<file path="config.mk">
export PLATFORM = sky130hd
export DESIGN_NAME = mrpe_mul
export DESIGN_NICKNAME = d
export VERILOG_FILES = /design/src/mrpe_pkg.sv /design/src/mrpe_mul.sv
export SDC_FILE = /design/constraint.sdc
export NUM_CORES = 2
export LEC_CHECK = 0
export BUFFER_PORTS_ARGS = -buffer_cell sky130_fd_sc_hd__buf_2
export CORE_MARGIN = 2
export CORE_UTILIZATION = 25
export CTS_BUF_LIST = sky130_fd_sc_hd__clkbuf_16
export DETAILED_ROUTE_END_ITERATION = 10
export SYNTH_ARGS = -nofsm -noshare
export SYNTH_HDL_FRONTEND = slang
export SYNTH_SLANG_ARGS = --single-unit
</file>
<file path="constraint.sdc">
create_clock -name i_clk -period 17.7 [get_ports i_clk]
set_input_delay 5.31 -clock i_clk [delete_from_list [all_inputs] [get_ports i_clk]]
set_output_delay 5.31 -clock i_clk [all_outputs]
set_load 0.005 [all_outputs]
</file>
<file path="src/mrpe_pkg.sv">
// ----------------------------------------------------------------------------
// mrpe_pkg: shared types and constants of the motor RLS parameter estimator
// Holds the operand type, the unit request and response structs, the shift
// selections of the multiplier and the configuration register indexes.
// ----------------------------------------------------------------------------
package mrpe_pkg;

    // Defaults of the value format.
    localparam int VALUE_WIDTH_DEF   = 48;
    localparam int FRACTION_BITS_DEF = 24;

    // Operand bus of the shared units: wide enough for any value and any gain.
    localparam int OPND_W = 64;
    typedef logic signed [OPND_W-1:0] t_opnd;

    // Right shift applied by the multiplier after the full product.
    typedef logic [1:0] t_shift;
    localparam t_shift SH_NONE = 2'd0;
    localparam t_shift SH_FRAC = 2'd1;
    localparam t_shift SH_GAIN = 2'd2;

    // Configuration port.
    localparam int CFG_IDX_W  = 3;
    localparam int CFG_DATA_W = 32;
    localparam logic [CFG_IDX_W-1:0] CFG_BANDWIDTH = 3'd0;
    localparam logic [CFG_IDX_W-1:0] CFG_CUR_GAIN  = 3'd1;
    localparam logic [CFG_IDX_W-1:0] CFG_VOLT_GAIN = 3'd2;
    localparam logic [CFG_IDX_W-1:0] CFG_SPD_GAIN  = 3'd3;
    localparam logic [CFG_IDX_W-1:0] CFG_INIT_COV  = 3'd4;
    localparam logic [CFG_IDX_W-1:0] CFG_INIT_EST  = 3'd5;

    // Register reset values.
    localparam logic [14:0] RST_BANDWIDTH = 15'd128;
    localparam logic [31:0] RST_CUR_GAIN  = 32'd2690239;
    localparam logic [31:0] RST_VOLT_GAIN = 32'd1816207;
    localparam logic [31:0] RST_SPD_GAIN  = 32'd449767923;
    localparam logic [22:0] RST_INIT_COV  = 23'd1000000;
    localparam logic [23:0] RST_INIT_EST  = 24'd167772;

    // Request to the multiplier.
    typedef struct packed {
        logic   start;
        t_shift kind;
        t_opnd  a;
        t_opnd  b;
    } t_mul_req;

    // Request to the divider: reciprocal of den, or num / den toward zero.
    typedef struct packed {
        logic  start;
        logic  recip;
        t_opnd num;
        t_opnd den;
    } t_div_req;

    // Response of either unit, valid for one cycle with done.
    typedef struct packed {
        logic  done;
        logic  sat;
        t_opnd result;
    } t_unit_rsp;

endpackage

</file>
<file path="src/mrpe_mul.sv">
// ----------------------------------------------------------------------------
// mrpe_mul: shared saturating fixed-point multiplier
// Multiplies operand magnitudes with four 32x32 partial products, shifts the
// full product right, truncating toward zero, and saturates to the value range.
// ----------------------------------------------------------------------------
module mrpe_mul #(
    parameter int VALUE_WIDTH   = mrpe_pkg::VALUE_WIDTH_DEF,
    parameter int FRACTION_BITS = mrpe_pkg::FRACTION_BITS_DEF
) (
    input  logic                i_clk,
    input  logic                i_rst_n,
    input  mrpe_pkg::t_mul_req  i_req,
    output mrpe_pkg::t_unit_rsp o_rsp
);
    import mrpe_pkg::*;

    localparam logic [63:0]  VMAX64  = (64'd1 << (VALUE_WIDTH - 1)) - 64'd1;
    localparam logic [127:0] VMAX128 = 128'(VMAX64);
    localparam logic [6:0]   AMT_FRAC = 7'(FRACTION_BITS);
    localparam logic [6:0]   AMT_GAIN = 7'(32 - FRACTION_BITS);
    localparam logic [2:0]   PH_LAST  = 3'd6;

    logic         r_busy;
    logic [2:0]   r_ph;
    logic [63:0]  r_ma;
    logic [63:0]  r_mb;
    logic         r_neg;
    t_shift       r_kind;
    logic [63:0]  r_pp;
    logic [1:0]   r_pos;
    logic [127:0] r_acc;
    logic [127:0] r_sh;
    logic         r_done;
    logic         r_sat;
    t_opnd        r_res;

    logic [31:0]  a_half;
    logic [31:0]  b_half;
    logic [6:0]   amt;
    logic         n_sat;
    t_opnd        n_res;

    // Partial product operands follow the phase bits.
    assign a_half = r_ph[0] ? r_ma[63:32] : r_ma[31:0];
    assign b_half = r_ph[1] ? r_mb[63:32] : r_mb[31:0];

    // Final shift amount.
    always_comb begin
        unique case (r_kind)
            SH_FRAC: amt = AMT_FRAC;
            SH_GAIN: amt = AMT_GAIN;
            default: amt = 7'd0;
        endcase
    end

    // Saturation of the shifted magnitude with the product sign.
    always_comb begin
        n_sat = 1'b0;
        if (r_neg) begin
            if (r_sh > VMAX128 + 128'd1) begin
                n_sat = 1'b1;
                n_res = -t_opnd'(VMAX64) - t_opnd'(1);
            end else begin
                n_res = -t_opnd'(r_sh[63:0]);
            end
        end else begin
            if (r_sh > VMAX128) begin
                n_sat = 1'b1;
                n_res = t_opnd'(VMAX64);
            end else begin
                n_res = t_opnd'(r_sh[63:0]);
            end
        end
    end

    // Control: phase counter and done pulse.
    always_ff @(posedge i_clk) begin
        if (!i_rst_n) begin
            r_busy <= 1'b0;
            r_ph   <= 3'd0;
            r_done <= 1'b0;
        end else begin
            r_done <= 1'b0;
            if (!r_busy) begin
                if (i_req.start) begin
                    r_busy <= 1'b1;
                    r_ph   <= 3'd0;
                end
            end else if (r_ph == PH_LAST) begin
                r_busy <= 1'b0;
                r_done <= 1'b1;
            end else begin
                r_ph <= r_ph + 3'd1;
            end
        end
    end

    // Datapath: partial products, accumulation, shift and saturation.
    always_ff @(posedge i_clk) begin
        if (!r_busy && i_req.start) begin
            r_ma   <= i_req.a[63] ? 64'(-i_req.a) : 64'(i_req.a);
            r_mb   <= i_req.b[63] ? 64'(-i_req.b) : 64'(i_req.b);
            r_neg  <= i_req.a[63] ^ i_req.b[63];
            r_kind <= i_req.kind;
            r_acc  <= '0;
        end
        if (r_busy && r_ph <= 3'd3) begin
            r_pp  <= {32'd0, a_half} * {32'd0, b_half};
            r_pos <= 2'({1'b0, r_ph[0]} + {1'b0, r_ph[1]});
        end
        if (r_busy && r_ph >= 3'd1 && r_ph <= 3'd4) begin
            r_acc <= r_acc + ({64'd0, r_pp} << {r_pos, 5'd0});
        end
        if (r_busy && r_ph == 3'd5) begin
            r_sh <= r_acc >> amt;
        end
        if (r_busy && r_ph == PH_LAST) begin
            r_res <= n_res;
            r_sat <= n_sat;
        end
    end

    assign o_rsp.done   = r_done;
    assign o_rsp.sat    = r_sat;
    assign o_rsp.result = r_res;

endmodule

</file>
After elaboration in Yosys (flattened, before gate mapping)
Index checks and enable logic that the tools add are counted. W data, S select, Z words.

Output and inout port bits: 66. Flip-flop bits (word level): 523. Logic and storage cells: 66. Bits of input ports: 133.

Reduce and logical (&&, ||, !) cells: 11. Add/subtract/negate cells: 6. Bitwise operators: 1. $mul: 1. Muxes and demuxes: 20. Magnitude comparators: 5. Shift-type cells: 2. Equality and inequality tests: 5.

Operator list (count): $mux W128 (2); $mux W64 (3); $neg A64 Y64 (3); $add A128 B128 Y128 (1); $gt A128 B47 Y1 const B (1); $gt A128 B48 Y1 const B (1); $shl A64 B7 Y128 (1); $shr A128 B7 Y128 (1); $mux W63 (2); $mul A32 B32 Y64 (1); $mux W32 (2); $pmux W5 S2 (1); $mux W3 (3); $mux W1 (7); $eq A3 B3 Y1 const B (2); $logic_and A1 B1 Y1 (6); $reduce_and A2 Y1 (2); $reduce_bool A2 Y1 (2); $add A3 B1 Y3 const B (1); $ge A3 B1 Y1 const B (1); $le A3 B2 Y1 const B (1); $le A3 B3 Y1 const B (1); $add A1 B1 Y2 (1); $eq A2 B1 Y1 const B (1); other kinds (4) (4).

Logic depth before layout (Yosys ltp)
Depth after elaboration: 4. Mapped depth: 37.

Worst setup path before layout
No wires, ideal clock.

Path kind: input port to flip-flop. From: in i_req[130] (netlist name). To: reg r_acc[0] (enable). Arrival time: 14.298 ns. Cell stages on the path: 2. Library setup time: 0.503 ns. Slack: 2.900 ns. Buffers on the path: 0. Cells stage by stage: nor2b_1 > nand2b_1.

Word-level cells in the longest chain between the ends: 2.

Ends and longest elaborated chain: from (decl) (RTL line mrpe_mul.sv:12) `input mrpe_pkg::t_mul_req i_req,`; $logic_and A1 B1 Y1 (RTL line mrpe_mul.sv:100) `if (!r_busy && i_req.start) begin`; $reduce_bool A2 Y1 (no line); to (signal assigned) (RTL line mrpe_mul.sv:112) `r_acc <= r_acc + ({64'd0, r_pp} << {r_pos, 5'd0});`; to (decl) (RTL line mrpe_mul.sv:31) `logic [127:0] r_acc;`.

Every way passes these cells. A chain may end at the register's enable or synchronous reset.

Worst setup path in the final report
From: reg r_ph[0]. To: reg r_pp[62], data pin.

Word-level cells in the longest chain between the ends: 2.

Ends and longest elaborated chain: from (decl) (RTL line mrpe_mul.sv:24) `logic [2:0] r_ph;`; from (signal assigned) (RTL line mrpe_mul.sv:93) `r_ph <= r_ph + 3'd1;`; $mux W32 (RTL line mrpe_mul.sv:44) `assign a_half = r_ph[0] ? r_ma[63:32] : r_ma[31:0];`; $mul A32 B32 Y64 (RTL line mrpe_mul.sv:108) `r_pp <= {32'd0, a_half} * {32'd0, b_half};`; to (signal assigned) (RTL line mrpe_mul.sv:108); to (decl) (RTL line mrpe_mul.sv:29) `logic [63:0] r_pp;`.

Every way passes these cells.

==> flow_summary_export.csv <==
group,metric,value,unit
cts,tritoncts.num_buffers,54,
routing,via_per_inst,5.01,
critical_path,rr_endpoint,"r_pp[62]",
grt,grt_pass1_vias,53700,
final_layout,nFillCells,28000,
sta,worst_pin_slew,1.30,ns
sta,fin_setup_tns,0,ns
cts,cts_tree,"built",
final_layout,area_delta_synth_final,10.3,%
placement,io_buffers,198,
synth,synth_edf_count,518,
cts,clock_path_buffers,3,
cts,clkLatencyLatePin,0.69,ns
grt,grt_pass1_wl,348000,um
sta,timing.final.crit_share,0.593,
run_status,status,"completed",
sta,hold_viol,0,
synth,yosysTopAreaCellShare,0.270,
synth,synth_ff_type,"edfxtp_1",
routing,via_count,52900,
synth,synthTopCellsByArea,"fa_1 (27%), edfxtp_1 (23%), ha_1 (7.5%), inv_1 (5.7%), nor2_1 (5.2%)",
routing,dr.pass1.iters,6,
cts,cts-root-buf,"clkbuf_16",
worst_hold_path,hold_end,"r_res[43]",
sta,relSlewSlack,0.111,
synth,synth-async-reset-ratio,0,
critical_path,crit_top_cell,"fa_1",
grt,antenna_found_initial,9,
die,rows,189,
final_layout,num-nets-final,8403,
synth,synthesis.area,66500,um^2
synth,synthCells,6983,
grt,grt.total_usage,0.169,
synth,synth_nets,8412,
routing,drtIter0Drc,5134,
routing,antenna_left,0,
synth,synth_most_common_cell,"inv_1",
grt,grt-ovfl-total,0,
synth,synth_cell_type_count,91,
synth,yosys_warnings,0,
cts,cts_setup_buffers,0,
synth,avgSynthCellArea,9.52,um^2
routing,m1WireLength,99600,um
sta,rsz0062_at_grt,"false",
die,ioPinCount,199,
cts,hold_buffers,0,
routing,highest_layer,"met5",
sta,slew_violations,0,
cts,cts.sinks,523,
synth,synth_seq_cells,523,
placement,dpl.hpwl,185000,um
critical_path,critPathSlowestCell,"mux2i_1",
routing,drc_errors,0,
worst_hold_path,hold_path.class,"flop to flop",
critical_path,critical_path_arrival,10.88,ns
synth,ys_top_cells_by_count,"inv_1 (1016), nor2_1 (924), fa_1 (897), nand2_1 (770), edfxtp_1 (518)",
critical_path,worst_ep_required_time,18.08,ns
cts,path_clk_slew,0.06,ns
die,fp.dieW,520,um
cts,htree_levels,2,
sta,finClkSkew,0.0592,ns
sta,setup_violations,0,
die,core_area,265000,um^2
critical_path,critical_path.max_fanout,48,
grt,grt_max_degree,86,
placement,gp_congestion,0.974,
worst_hold_path,hp-start,"r_sh[43]",
cts,cts_resized,0,
run,cap_violations,0,
routing,drt-total-wl,234000,um
routing,wl_met3,23100,um
synth,synth_largest_area_cell,"fa_1",
critical_path,reg2regPathDepth,29,
sta,timing.fmax,95.2,MHz
critical_path,r2r_start,"r_ph[0]",
critical_path,startpoint_type,"flop",
die,die_area,270000,um^2
critical_path,worst-setup-path-type,"flop to flop",
critical_path,max_stage_delay,1.13,ns
critical_path,end_kind,"flop",
critical_path,rrSetupSlack,7.20,ns
routing,met2_length,101000,um
final_layout,layout-drive-gt1-share,0.0901,
routing,wl_per_cell,22.2,um
die,die_h,520,um
synth,yosysSeqAreaShare,0.235,
worst_hold_path,hold_depth,2,
die,initial_core_util,0.251,
sta,period_needed,10.50,ns
-- worst max path at each step --
stage                          start        to  slack (ns)  cells past startpoint
after global placement       r_ph[0]  r_pp[62]        7.41                     29
after floorplan           i_req[130]  r_acc[0]        2.90                      2
after global routing         r_ph[0]  r_pp[60]        6.69                     29
after CTS                    r_ph[0]  r_pp[62]        7.23                     29
final                        r_ph[0]  r_pp[62]        7.20                     29
after detailed placement     r_ph[0]  r_pp[62]        7.26                     29
-- cell type report --
type	instances	area, um^2	share of cell area
Multi-Input combinational cell	5098	46000	0.627
Sequential cell	523	15700	0.213
Tap cell	3533	4420	0.0603
Inverter	1018	3830	0.0522
Timing Repair Buffer	279	1600	0.0218
Clock buffer	54	1350	0.0184
Clock inverter	45	484	0.00660
Antenna cell	1	2.50	0.0000341
-- worst max-delay path, delay by kind of cell, from the launching register on --
family                     cells  cell delay (ns)
adders and majority gates      9             4.57
muxes                          1             1.13
buffers and inverters          5             1.00
AOI/OAI and AO/OA             11             2.45
and+or+nand+nor                2             0.30
xor gates and xnor gates       1             0.08
DFF                            1             0.62
-- logic make-up (layout without fill, tap and decap cells) --
group	after synthesis	after routing	synth area share
other cells	0	1	0
flops	523	523	0.235
compound gates	1017	1017	0.0982
buf+inv	1362	1396	0.0777
mux	296	296	0.0604
xor+xnor	309	309	0.0407
fa+ha+maj	1296	1296	0.345
simple gates	2180	2180	0.143
-- cell usage in the layout, fill, tap and decap left out, types with 53 or more instances in the layout --
cell type and count:
fa_1 897, nand2_1 770, mux4_2 77, edfxtp_1 518, ha_1 398, mux2_2 72, and2_1 53, o21ai_0 243
xnor2_1 230, nor2_1 923, nor3_1 77, xor2_1 79, buf_4 81, a21oi_1 301, clkbuf_16 54, nand4_1 78
a21o_1 66, inv_1 1022, mux2i_1 99, buf_2 198, o31ai_1 57
-- per-layer routing --
| layer | vias up | GRT usage |
|---|---|---|
| met5 | - | 0.00333 |
| met4 | 8 | 0.0604 |
| met3 | 527 | 0.0409 |
| met2 | 2661 | 0.260 |
| met1 | 26600 | 0.231 |
| li1 | 23100 | - |
-- metrics by stage --
stage / hold slack [ns] / std cells / utilization / area, um^2 / worst slack [ns]
final: 0.624 / 10600 / 0.277 / 73400 / 7.20
after global routing: 0.675 / 10600 / 0.277 / 73400 / 6.69
after CTS: 0.619 / 10600 / 0.277 / 73400 / 7.23
after detailed placement: 0.616 / 10500 / 0.270 / 71500 / 7.26
after global placement: 0.573 / 10500 / 0.270 / 71500 / 7.41
after floorplan: 0.513 / 6983 / - / 66500 / 2.90
-- sequential cells by signal, indices dropped and copies added, names as in the netlist --
signal	flops
r_neg	1
r_sh	128
r_mb	64
r_res	64
r_ph	3
r_kind	2
r_pp	64
r_done	1
r_sat	1
r_busy	1
r_acc	128
r_pos	2
r_ma	64
Power is not shown: default switching activity piles up to over one toggle a cycle in this logic, so the estimate is an artifact.
