==> src/mrpe_pkg.sv <==
// ----------------------------------------------------------------------------
// mrpe_pkg: shared types and constants of the motor RLS parameter estimator
// Holds the operand type, the unit request and response structs, the shift
// selections of the multiplier and the configuration register indexes.
// ----------------------------------------------------------------------------
package mrpe_pkg;

    // Defaults of the value format.
    localparam int VALUE_WIDTH_DEF   = 48;
    localparam int FRACTION_BITS_DEF = 24;

    // Operand bus of the shared units: wide enough for any value and any gain.
    localparam int OPND_W = 64;
    typedef logic signed [OPND_W-1:0] t_opnd;

    // Right shift applied by the multiplier after the full product.
    typedef logic [1:0] t_shift;
    localparam t_shift SH_NONE = 2'd0;
    localparam t_shift SH_FRAC = 2'd1;
    localparam t_shift SH_GAIN = 2'd2;

    // Configuration port.
    localparam int CFG_IDX_W  = 3;
    localparam int CFG_DATA_W = 32;
    localparam logic [CFG_IDX_W-1:0] CFG_BANDWIDTH = 3'd0;
    localparam logic [CFG_IDX_W-1:0] CFG_CUR_GAIN  = 3'd1;
    localparam logic [CFG_IDX_W-1:0] CFG_VOLT_GAIN = 3'd2;
    localparam logic [CFG_IDX_W-1:0] CFG_SPD_GAIN  = 3'd3;
    localparam logic [CFG_IDX_W-1:0] CFG_INIT_COV  = 3'd4;
    localparam logic [CFG_IDX_W-1:0] CFG_INIT_EST  = 3'd5;

    // Register reset values.
    localparam logic [14:0] RST_BANDWIDTH = 15'd128;
    localparam logic [31:0] RST_CUR_GAIN  = 32'd2690239;
    localparam logic [31:0] RST_VOLT_GAIN = 32'd1816207;
    localparam logic [31:0] RST_SPD_GAIN  = 32'd449767923;
    localparam logic [22:0] RST_INIT_COV  = 23'd1000000;
    localparam logic [23:0] RST_INIT_EST  = 24'd167772;

    // Request to the multiplier.
    typedef struct packed {
        logic   start;
        t_shift kind;
        t_opnd  a;
        t_opnd  b;
    } t_mul_req;

    // Request to the divider: reciprocal of den, or num / den toward zero.
    typedef struct packed {
        logic  start;
        logic  recip;
        t_opnd num;
        t_opnd den;
    } t_div_req;

    // Response of either unit, valid for one cycle with done.
    typedef struct packed {
        logic  done;
        logic  sat;
        t_opnd result;
    } t_unit_rsp;

endpackage

==> src/mrpe_div.sv <==
// ----------------------------------------------------------------------------
// mrpe_div: shared restoring divider
// One quotient bit per cycle. Gives either the saturated reciprocal
// 2^(2*FRACTION_BITS) / den or the 16-bit quotient num / den toward zero.
// ----------------------------------------------------------------------------
module mrpe_div #(
    parameter int VALUE_WIDTH   = mrpe_pkg::VALUE_WIDTH_DEF,
    parameter int FRACTION_BITS = mrpe_pkg::FRACTION_BITS_DEF
) (
    input  logic                i_clk,
    input  logic                i_rst_n,
    input  mrpe_pkg::t_div_req  i_req,
    output mrpe_pkg::t_unit_rsp o_rsp
);
    import mrpe_pkg::*;

    localparam int          DN     = 2 * FRACTION_BITS + 1;
    localparam int          CW     = $clog2(DN + 1);
    localparam logic [63:0] VMAX64 = (64'd1 << (VALUE_WIDTH - 1)) - 64'd1;

    logic          r_busy;
    logic [CW-1:0] r_cnt;
    logic [DN-1:0] r_num;
    logic [DN-1:0] r_q;
    logic [63:0]   r_rem;
    logic [63:0]   r_dv;
    logic          r_neg;
    logic          r_rcp;
    logic          r_done;
    logic          r_sat;
    t_opnd         r_res;

    logic [64:0]   rem_sh;
    logic          fits;
    logic [15:0]   q16;
    logic [15:0]   v16;

    // One restoring step.
    assign rem_sh = {r_rem, r_num[DN-1]};
    assign fits   = rem_sh >= {1'b0, r_dv};

    assign q16 = r_q[15:0];
    assign v16 = r_neg ? -q16 : q16;

    // Control.
    always_ff @(posedge i_clk) begin
        if (!i_rst_n) begin
            r_busy <= 1'b0;
            r_cnt  <= '0;
            r_done <= 1'b0;
        end else begin
            r_done <= 1'b0;
            if (!r_busy) begin
                if (i_req.start) begin
                    r_busy <= 1'b1;
                    r_cnt  <= CW'(DN);
                end
            end else if (r_cnt != '0) begin
                r_cnt <= r_cnt - CW'(1);
            end else begin
                r_busy <= 1'b0;
                r_done <= 1'b1;
            end
        end
    end

    // Datapath.
    always_ff @(posedge i_clk) begin
        if (!r_busy && i_req.start) begin
            if (i_req.recip) begin
                r_num <= DN'(1) << (2 * FRACTION_BITS);
            end else begin
                r_num <= DN'(i_req.num[63] ? 64'(-i_req.num) : 64'(i_req.num));
            end
            r_dv  <= 64'(i_req.den);
            r_neg <= ~i_req.recip & i_req.num[63];
            r_rcp <= i_req.recip;
            r_rem <= '0;
            r_q   <= '0;
        end else if (r_busy && r_cnt != '0) begin
            r_num <= r_num << 1;
            r_rem <= fits ? 64'(rem_sh - {1'b0, r_dv}) : rem_sh[63:0];
            r_q   <= {r_q[DN-2:0], fits};
        end else if (r_busy) begin
            r_sat <= 1'b0;
            if (r_rcp) begin
                if (66'(r_q) > 66'(VMAX64)) begin
                    r_res <= t_opnd'(VMAX64);
                    r_sat <= 1'b1;
                end else begin
                    r_res <= t_opnd'(r_q);
                end
            end else begin
                r_res <= t_opnd'(signed'(v16));
            end
        end
    end

    assign o_rsp.done   = r_done;
    assign o_rsp.sat    = r_sat;
    assign o_rsp.result = r_res;

endmodule

==> config.mk <==
export PLATFORM = sky130hd
export DESIGN_NAME = mrpe_div
export DESIGN_NICKNAME = d
export VERILOG_FILES = /design/src/mrpe_pkg.sv /design/src/mrpe_div.sv
export SDC_FILE = /design/constraint.sdc
export NUM_CORES = 1
export LEC_CHECK = 0
export BUFFER_PORTS_ARGS = -buffer_cell sky130_fd_sc_hd__buf_2
export CORE_AREA = 10 10 184 186
export CTS_BUF_LIST = sky130_fd_sc_hd__clkbuf_4 sky130_fd_sc_hd__clkbuf_8 sky130_fd_sc_hd__clkbuf_16
export DETAILED_ROUTE_END_ITERATION = 8
export DIE_AREA = 0 0 194 196
export PLACE_DENSITY = 0.75
export SLEW_MARGIN = 25
export SYNTH_ARGS = -nofsm -noshare
export SYNTH_HDL_FRONTEND = slang
export SYNTH_SLANG_ARGS = --single-unit
==> constraint.sdc <==
create_clock -name i_clk -period 10.2 [get_ports i_clk]
set_input_delay 1.02 -clock i_clk [delete_from_list [all_inputs] [get_ports i_clk]]
set_output_delay 1.02 -clock i_clk [all_outputs]
set_load 0.01 [all_outputs]
# Word level (Yosys, flattened, before mapping)
# Cells that the tools add are included.
dict set report classes {
  addsub 4
  order_cmp 2
  n_eq_ne 1
  n_mux 16
  n_bitwise 4
  reduce_logical 9
}
# cell n
set ops {}
lappend ops {{2-to-1 mux 49 bit} 5}
lappend ops {{2-to-1 mux 64 bit} 2}
lappend ops {{greater-or-equal comparator 65 x 64 -> 1 bit} 1}
lappend ops {{subtractor 64 bit} 1}
lappend ops {{> comparator 49 x 47 -> 1 bit (second input constant)} 1}
lappend ops {{negation 49 bit} 1}
lappend ops {{2-to-1 mux 6 bit} 3}
lappend ops {{2-to-1 mux 16 bit} 1}
lappend ops {{negation 16 bit} 1}
lappend ops {{nonzero test 6 bit} 1}
lappend ops {{subtractor 6 x 1 -> 6 bit (second input constant)} 1}
lappend ops {{2-to-1 mux 1 bit} 5}
lappend ops {{AND reduction 2 bit} 2}
lappend ops {{nonzero test 2 bit} 2}
lappend ops {{inverter 1 bit} 3}
lappend ops {{AND reduction 3 bit} 1}
lappend ops {{logical AND 1 bit} 2}
lappend ops {{!= test 2 x 1 -> 1 bit (second input constant)} 1}
lappend ops {{AND 1 bit} 1}
lappend ops {{logical NOT 1 bit} 1}
dict set report totals {
  reg_bits 301
  in_bits 132
  out_inout_bits 66
  wordCells 47
}

# Longest topological paths before layout
# Gate-level depths: netlist (run 1).
dict set report depth {
  depth_word 4
  mapped_depth 15
  mapped_depth_nobuf 13
}

# Worst setup path before layout (run 1)
# OpenSTA, ideal clock, no wires.
dict set report synth_path {
  path_type {input port to flip-flop}
  from {input port i_req[79] in the netlist's numbering}
  to {register r_num[45] (data pin)}
  setup_time_ns 0.265
  arrival_time_ns 4.012
  required_time_ns 9.935
  setup_slack_ns 5.923
  path_stages 11
  n_path_buf 1
  path_cell_list {or4_4 -> or3_4 -> or4_4 -> or4_4 -> or4_1 -> buf_2 -> nor3_4 -> inv_2 -> o31ai_2 -> xor2_1 -> o31ai_1}
}
dict set report synth_between {
  elab_chain_cells 4
}
# item line
set synth_rtl {}
lappend synth_rtl {{start: declaration} mrpe_div.sv:12} ;# input mrpe_pkg::t_div_req i_req,
lappend synth_rtl {{negation 49 bit} mrpe_div.sv:73} ;# r_num <= DN'(i_req.num[63] ? 64'(-i_req.num) : 64'(i_req.num));
lappend synth_rtl {{2-to-1 mux 49 bit} mrpe_div.sv:73}
lappend synth_rtl {{2-to-1 mux 49 bit} mrpe_div.sv:70} ;# if (i_req.recip) begin
lappend synth_rtl {{2-to-1 mux 49 bit} mrpe_div.sv:69} ;# if (!r_busy && i_req.start) begin
lappend synth_rtl {{end signal: assignment} mrpe_div.sv:71} ;# r_num <= DN'(1) << (2 * FRACTION_BITS);
lappend synth_rtl {{end signal: assignment} mrpe_div.sv:73}
lappend synth_rtl {{end signal: assignment} mrpe_div.sv:81} ;# r_num <= r_num << 1;
lappend synth_rtl {{end: declaration} mrpe_div.sv:23} ;# logic [DN-1:0] r_num;
# Every way passes these cells.
# A chain may end at the register's enable or synchronous reset.

# Final worst setup path (run 1)
dict set report layout_path {
  from {register r_dv[38]}
  to {register r_rem[23]}
}
dict set report layout_between {
  elab_chain_cells 2
}
# item line
set layout_rtl {}
lappend layout_rtl {{start: declaration} mrpe_div.sv:26} ;# logic [63:0] r_dv;
lappend layout_rtl {{start signal: assignment} mrpe_div.sv:75} ;# r_dv <= 64'(i_req.den);
lappend layout_rtl {{greater-or-equal comparator 65 x 64 -> 1 bit} mrpe_div.sv:40} ;# assign fits = rem_sh >= {1'b0, r_dv};
lappend layout_rtl {{2-to-1 mux 64 bit} mrpe_div.sv:82} ;# r_rem <= fits ? 64'(rem_sh - {1'b0, r_dv}) : rem_sh[63:0];
lappend layout_rtl {{end signal: assignment} mrpe_div.sv:82}
lappend layout_rtl {{end: declaration} mrpe_div.sv:25} ;# logic [63:0] r_rem;
# Every way passes these cells.

==> results by group, run 1 <==
Yosys
  • Synth warn: 0
  • Net Count, Synth: 1997
  • Register area share after synthesis: 45.4%
  • Async SR Flop Fraction: 0%
  • #FFs+latches synth: 287
  • Post-Syn Area: 16300 um^2
  • Mux cell area share after synthesis: 2.59%
  • Syn Area/Cell: 9.08 um^2
  • Synth cell types: 75
  • Post-synthesis instance total: 1795
  • Top_reg_cell synth: edfxtp_1
  • Simple-gate area share of the yosys netlist: 17.4%
  • Post-Synth Adder-Cell Area: 5.42%
  • Post-synthesis compound-gate area fraction: 18.4%
  • Post-synth EDFFs: 166
  • Post-synthesis xor/xnor area fraction: 5.42%
  • Main combinational cell family by area after synthesis: compound AO/OA/AOI/OAI gates

Critical path
  • CP Cell Sequence: inv_1 -> ha_1 -> nand4_1 -> or3_1 -> nor4bb_1 -> a22oi_1 -> o21ai_4 -> buf_4 -> nor2_1 -> a211o_1 -> a21oi_1
  • CP bufs+invs: 2
  • Critical path depth: 11
  • Worst Path Arrival: 4.81 ns
  • Crit path max fanout: 66
  • Critical path required time: 10.69 ns
  • Critical path class: reg -> reg
  • Delay-heaviest family, CP: compound AO/OA/AOI/OAI gates
  • Reg2reg path depth: 11
  • Crit path largest cell delay: 0.77 ns
  • Crit start category: register
  • CP Capture Type: register
  • Slowest-stage cell, CP: buf_4

Layout
  • Commonest non-fill, non-tap cell in the layout: nand2_1
  • Layout cell share with drive strength beyond 1: 14.6%
  • Most frequent cells in the layout: 248 x nand2_1, 183 x buf_2, 166 x edfxtp_1, 128 x o21ai_0, 121 x dfxtp_1
  • Fillers: 2644
  • Final non-filler cell total: 2319
  • Post-layout nets: 2097
  • P&R area growth vs syn: 12.8%
  • Layout Cell Area excl Fill: 18400 um^2

Power
  • Internal power: 0.00234 W
  • Sw Ratio: 30.1%
  • Worst VDD drop: 0.147 mV
  • Logic pwr share: 23.0%
  • Power Density: 182 nW/um^2
  • Lkg Pwr: 7.83 nW
  • Switching pwr: 0.00101 W
  • Clock share of power: 35.1%
  • Power share of the sequential group: 41.9%

Global route
  • Global-route wire length before repair: 65300 um
  • Vias in the first global route: 13200
  • Pin count of the biggest net entering global routing: 99
  • GRT Resource Usage Total: 19.9%
  • Total congestion overflow: 0
  • Number of antenna violations at the first check in global routing: 5

Placed design
  • Port bufs: 183
  • Dpl cell area: 17300 um^2
  • DP Wirelength: 27600 um
  • Global placement routability congestion: 0.927
  • DP Cell Count: 2259
  • DP Worst Slack: 5.53 ns

Drt
  • Post-DR vias/cell: 5.81
  • DRC violations left: 0
  • Final WL: 39700 um
  • Final ANT Viol Nets: 0
  • DRT Pass-1 Iters: 5
  • Routed via count: 13500
  • WL per Instance: 17.1 um
  • Drt initial violations: 938

Run status
  • Status: finished, final reports clean

Job
  • Max cap viols: 0

STA
  • FMAX: 231 MHz
  • Setup violations, final: 0
  • Slew headroom: 32.8%
  • RSZ-0062 raised after global routing: false
  • Max-slew violations: 0
  • Clock Skews: 0.0166 ns
  • Slew @ Worst Pin: 1.01 ns
  • Fin worst setup slack: 5.87 ns
  • Total negative slack: 0 ns
  • Tcrit/Tclk final: 42.4%
  • Final hold violations: 0
  • Tmin final: 4.33 ns

Floorplanning
  • Die Y: 196 um
  • Rows: 64
  • I/O pins: 198
  • Core Area: 30300 um^2
  • Die area: 38000 um^2
  • Initial Utilization: 53.9%
  • Chip Width: 194 um

Clocking
  • H-tree Lvls: 1
  • CTS Sinks: 287
  • Worst-path clk slew: 0.06 ns
  • CTS tree: built
  • CTS Buf Count: 30
  • Worst skew pair latency: 0.57 ns
  • Resize count post-CTS: 0
  • Root Buffer: clkbuf_16
  • Post-CTS Hold Fix Bufs: 0
  • Setup Buffers After CTS: 0
  • Deepest clock path buffer count: 3

Min path
  • WHS Path Cells: 2
  • Hold Crit Class: reg -> reg
## synthesized netlist by cell type, types with 12 or more instances
| cell | n | area, um^2 |
|---|---|---|
| buf_4 | 16 | 120 |
| ha_1 | 69 | 863 |
| a21o_1 | 58 | 435 |
| mux2i_1 | 40 | 400 |
| o211ai_1 | 22 | 165 |
| nand2_1 | 248 | 931 |
| inv_1 | 87 | 327 |
| o31ai_1 | 25 | 188 |
| a21oi_1 | 120 | 601 |
| nand2b_1 | 12 | 75.1 |
| a211oi_1 | 30 | 225 |
| nand3_1 | 83 | 415 |
| xnor2_1 | 32 | 280 |
| xor2_1 | 69 | 604 |
| edfxtp_1 | 166 | 4980 |
| nand4_1 | 36 | 225 |
| nor2_1 | 101 | 379 |
| dfxtp_1 | 121 | 2420 |
| nor3_1 | 41 | 205 |
| nor4_1 | 12 | 75.1 |
| o21ai_0 | 129 | 646 |
| clkbuf_1 | 100 | 375 |
## flip-flops by register name, indices dropped and copies added, names as in the netlist
signal / count
r_dv: 64
r_rem: 64
r_res: 50
r_num: 49
r_q: 49
r_cnt: 6
r_busy: 1
r_done: 1
r_neg: 1
r_rcp: 1
r_sat: 1
## power by group through the flow
stage                     sequential [W]  clock (W)  combinational, W
final                            0.00140    0.00118          0.000771
after detailed placement         0.00143          0          0.000759
after global placement           0.00142          0          0.000742
after floorplan                  0.00142          0          0.000569
after CTS                        0.00140    0.00120          0.000766
after global routing             0.00141    0.00125          0.000862
## cells by family (layout without fill, tap and decap cells)
kind of cell,count (synthesis),count (layout)
buf+inv,213,337
fa+ha+maj,70,70
compound gates,475,475
mux,42,42
simple gates,607,607
other cells,0,4
flops,287,287
xor+xnor,101,101
## routing by layer
metal / track usage (%) / part of all wire, % / routed length (um) / up-vias
met5: 0 / 0.081 / 32 / -
met4: 5.04 / 2.0 / 812 / 4
met3: 3.48 / 5.1 / 2030 / 72
met2: 33.5 / 47 / 18600 / 325
met1: 26.1 / 46 / 18200 / 6410
li1: - / - / - / 6668
## worst paths after layout
check / startpoint / endpoint / slack [ns]
max: r_dv[38] / r_rem[23] / 5.87
min: r_q[48] / r_q[48] / 0.47
max reg2reg: r_dv[38] / r_rem[23] / 5.87
min reg2reg: r_q[48] / r_q[48] / 0.47
## area by class of cell
cell class                      instances  area, um^2  share of cell area [%]
Multi-Input combinational cell       1295        8070                    43.9
Tap cell                              396         495                    2.69
Clock buffer                           36         827                    4.50
Clock inverter                         20         259                    1.41
Timing Repair Buffer                  192         983                    5.35
Antenna cell                            4        10.0                  0.0544
Sequential cell                       287        7410                    40.3
Inverter                               89         339                    1.84
## worst register-to-register path: stages, from the launching register on
cell and delay [ns]:
edfxtp_1 0.32, inv_1 0.04, ha_1 0.43, nand4_1 0.29
or3_1 0.51, nor4bb_1 0.30, a22oi_1 0.28, o21ai_4 0.71
buf_4 0.78, nor2_1 0.15, a211o_1 0.29, a21oi_1 0.14
## through the flow
stage	hold slack (ns)	util (%)	total power (W)
6_report	0.471	60.8	0.00335
5_1_grt	0.492	60.7	0.00352
4_1_cts	0.477	60.7	0.00337
3_5_place_dp	0.457	57.1	0.00219
3_3_place_gp	0.444	57.1	0.00216
2_1_floorplan	0.432	-	0.00199
Note: power is estimated with default switching activity, not from simulation.
==> inputs of run 2 (changes only) <==
==> constraint.sdc (replaced) <==
create_clock -name i_clk -period 4.5 [get_ports i_clk]
set_input_delay 0.45 -clock i_clk [delete_from_list [all_inputs] [get_ports i_clk]]
set_output_delay 0.45 -clock i_clk [all_outputs]
set_load 0.01 [all_outputs]
==> run 2 against run 1 <==
Critical path depth grew 1. Wire length shrank 1.7%. Final cell count grew 0.22%. Fmax grew 13%. Non-clock buffer count grew 4. Clock-buffer cell count grew 4. Register-to-register slack lost 5.2 ns. Sequential cell count is the same. Global-route usage shrank 0.22 points. Critical path type unchanged. Largest cell class unchanged.
==> results by group, run 2 (same netlist as run 1, synthesis figures left out) <==
Floorplanning
  • Die Y: 196 um (unchanged)
  • Core Area: 30300 um^2 (unchanged)
  • Chip Width: 194 um (unchanged)
  • Rows: 64 (unchanged)
  • Initial Utilization: 53.9% (unchanged)
  • I/O pins: 198 (unchanged)
  • Die area: 38000 um^2 (unchanged)

Critical path
  • Crit start category: register
  • CP Capture Type: register
  • Reg2reg path depth: 12 (+1)
  • Minimum setup slack among reg-to-reg paths: 0.66 ns (-5.21 ns)
  • Worst r2r dst: r_rem[59]
  • Critical path class: reg -> reg
  • Crit path max fanout: 7 (-89%)
  • Worst Path Arrival: 4.34 ns (-0.47 ns)
  • Reg2reg start: r_dv[6]
  • Critical path required time: 5.00 ns (-5.69 ns)

Clocking
  • Worst skew pair latency: 0.58 ns (about the same)
  • Setup Buffers After CTS: 0 (unchanged)
  • H-tree Lvls: 1 (unchanged)
  • CTS Sinks: 287 (unchanged)
  • CTS Buf Count: 31 (+3.3%)
  • CTS tree: built
  • Deepest clock path buffer count: 3 (unchanged)
  • Post-CTS Hold Fix Bufs: 0 (unchanged)
  • Resize count post-CTS: 0 (unchanged)
  • Worst-path clk slew: 0.06 ns (about the same)
  • Root Buffer: clkbuf_16

Global route
  • Pin count of the biggest net entering global routing: 137 (+38%)
  • Global-route wire length before repair: 64800 um (-0.85%)
  • GRT Resource Usage Total: 19.7% (-0.22 points)
  • Total congestion overflow: 0 (unchanged)
  • Number of antenna violations at the first check in global routing: 5 (unchanged)
  • Vias in the first global route: 12900 (-2.0%)

Drt
  • WL per Instance: 16.8 um (-1.9%)
  • Post-DR vias/cell: 5.80 (-0.20%)
  • Top sig layer: met5
  • DRC violations left: 0 (unchanged)
  • Wire length on met3: 2260 um (+11%)
  • Drt initial violations: 1150 (+23%)
  • Met2 routed WL: 18000 um (-3.2%)
  • Final ANT Viol Nets: 0 (unchanged)
  • Routed via count: 13500 (+0.015%)
  • Met1 WL: 17800 um (-1.9%)
  • DRT Pass-1 Iters: 7 (+2)
  • Final WL: 39000 um (-1.7%)

Layout
  • Layout cell share with drive strength beyond 1: 14.9% (+0.27 points)
  • Final Util: 60.9% (+0.12 points)
  • P&R area growth vs syn: 13.0%
  • Post-layout nets: 2102 (+0.24%)
  • Most frequent cells in the layout: 248 x nand2_1, 183 x buf_2, 166 x edfxtp_1, 128 x o21ai_0, 121 x dfxtp_1
  • Commonest non-fill, non-tap cell in the layout: nand2_1
  • Regs by FF count: r_dv x64, r_rem x64, r_res x50

STA
  • Tcrit/Tclk final: 85.3% (+43 points)
  • Slew @ Worst Pin: 0.956 ns (-0.0527 ns)
  • Slew headroom: 36.3% (+3.5 points)
  • RSZ-0062 raised after global routing: false
  • Total negative slack: 0 ns (unchanged)
  • Setup violations, final: 0 (unchanged)
  • Final hold violations: 0 (unchanged)
  • FMAX: 260 MHz (+13%)
  • Clock Skews: 0.0164 ns (-0.000159 ns)
  • Tmin final: 3.84 ns (-0.489 ns)
  • Max-slew violations: 0 (unchanged)
  • Final hold slack: 0.0432 ns (-0.428 ns)
  • Fin worst setup slack: 0.661 ns (-5.21 ns)

Job
  • Max cap viols: 0 (unchanged)

Power
  • Switching pwr: 0.00228 W (+130%)
  • Logic pwr share: 23.2% (+0.2 points)
  • Lkg Pwr: 7.86 nW (+0.46%)
  • Sw Ratio: 30.2% (+0.16 points)
  • Tot Pwr: 0.00753 W (+120%)
  • Worst VDD drop: 0.316 mV (+110%)
  • Power Density: 409 nW/um^2 (+120%)
  • Power share of the sequential group: 42.3% (+0.4 points)
  • Internal power: 0.00525 W (+120%)
  • Clock share of power: 34.6% (-0.5 points)

Min path
  • Worst hold start: i_req[32]
  • Hold Path Sink: r_dv[32]
  • WHS Path Cells: 1 (-1)
  • Hold Crit Class: in -> reg

Run status
  • Status: finished, final reports clean

Placed design
  • DP Wirelength: 27300 um (-1.1%)
  • Global placement routability congestion: 0.912 (-1.7%)
  • Port bufs: 183 (unchanged)
  • DP Worst Slack: 0.456 ns (-5.08 ns)
-- run 2: routing by layer --
| metal | GRT usage (%) | up-vias |
|---|---|---|
| met3 | 3.53 | 71 |
| met4 | 5.24 | 4 |
| met1 | 26.4 | 6344 |
| li1 | - | 6700 |
| met2 | 32.2 | 362 |
| met5 | 0 | - |
-- run 2: power groups by stage --
stage / clock network [W] / registers [W] / logic, W
after global placement: 0 / 0.00323 / 0.00169
after floorplan: 0 / 0.00322 / 0.00129
after detailed placement: 0 / 0.00323 / 0.00172
after global routing: 0.00277 / 0.00321 / 0.00196
after CTS: 0.00267 / 0.00318 / 0.00173
final: 0.00260 / 0.00318 / 0.00174
-- run 2: final cells by class --
| class | count | area, um^2 |
|---|---|---|
| clock inverter | 18 | 166 |
| tap | 396 | 495 |
| clock buffer | 40 | 903 |
| timing repair buffer | 196 | 1040 |
| sequential | 287 | 7410 |
| multi-input combinational | 1295 | 8070 |
| fill | 2656 | 11800 |
| inverter | 89 | 339 |
| antenna | 3 | 7.51 |
-- run 2: metrics by stage --
| step | instances | instance area, um^2 |
|---|---|---|
| 3_5_place_dp | 2263 | 17400 |
| 4_1_cts | 2321 | 18400 |
| 2_1_floorplan | 1795 | 16300 |
| 3_3_place_gp | 2263 | 17300 |
| 6_report | 2324 | 18400 |
| 5_1_grt | 2322 | 18400 |
-- run 2: how the worst max path moves through the flow --
stage	from	to	depth (start not counted)
final	r_dv[6]	r_rem[59]	12
after global routing	r_dv[9]	r_rem[59]	11
after CTS	r_dv[9]	r_rem[59]	11
after detailed placement	i_req[79]	r_num[45]	11
after global placement	i_req[79]	r_num[43]	11
after floorplan	i_req[79]	r_num[45]	11
-- run 2: critical path: stages (launching register included) --
cell	delay [ns]
edfxtp_1	0.32
inv_1	0.04
ha_1	0.40
o21a_1	0.16
nor2_1	0.03
or3b_2	0.46
o221ai_1	0.37
a31oi_1	0.32
o31ai_1	0.67
a211oi_1	0.30
o21ai_0	0.26
mux2_2	0.36
o211ai_1	0.09
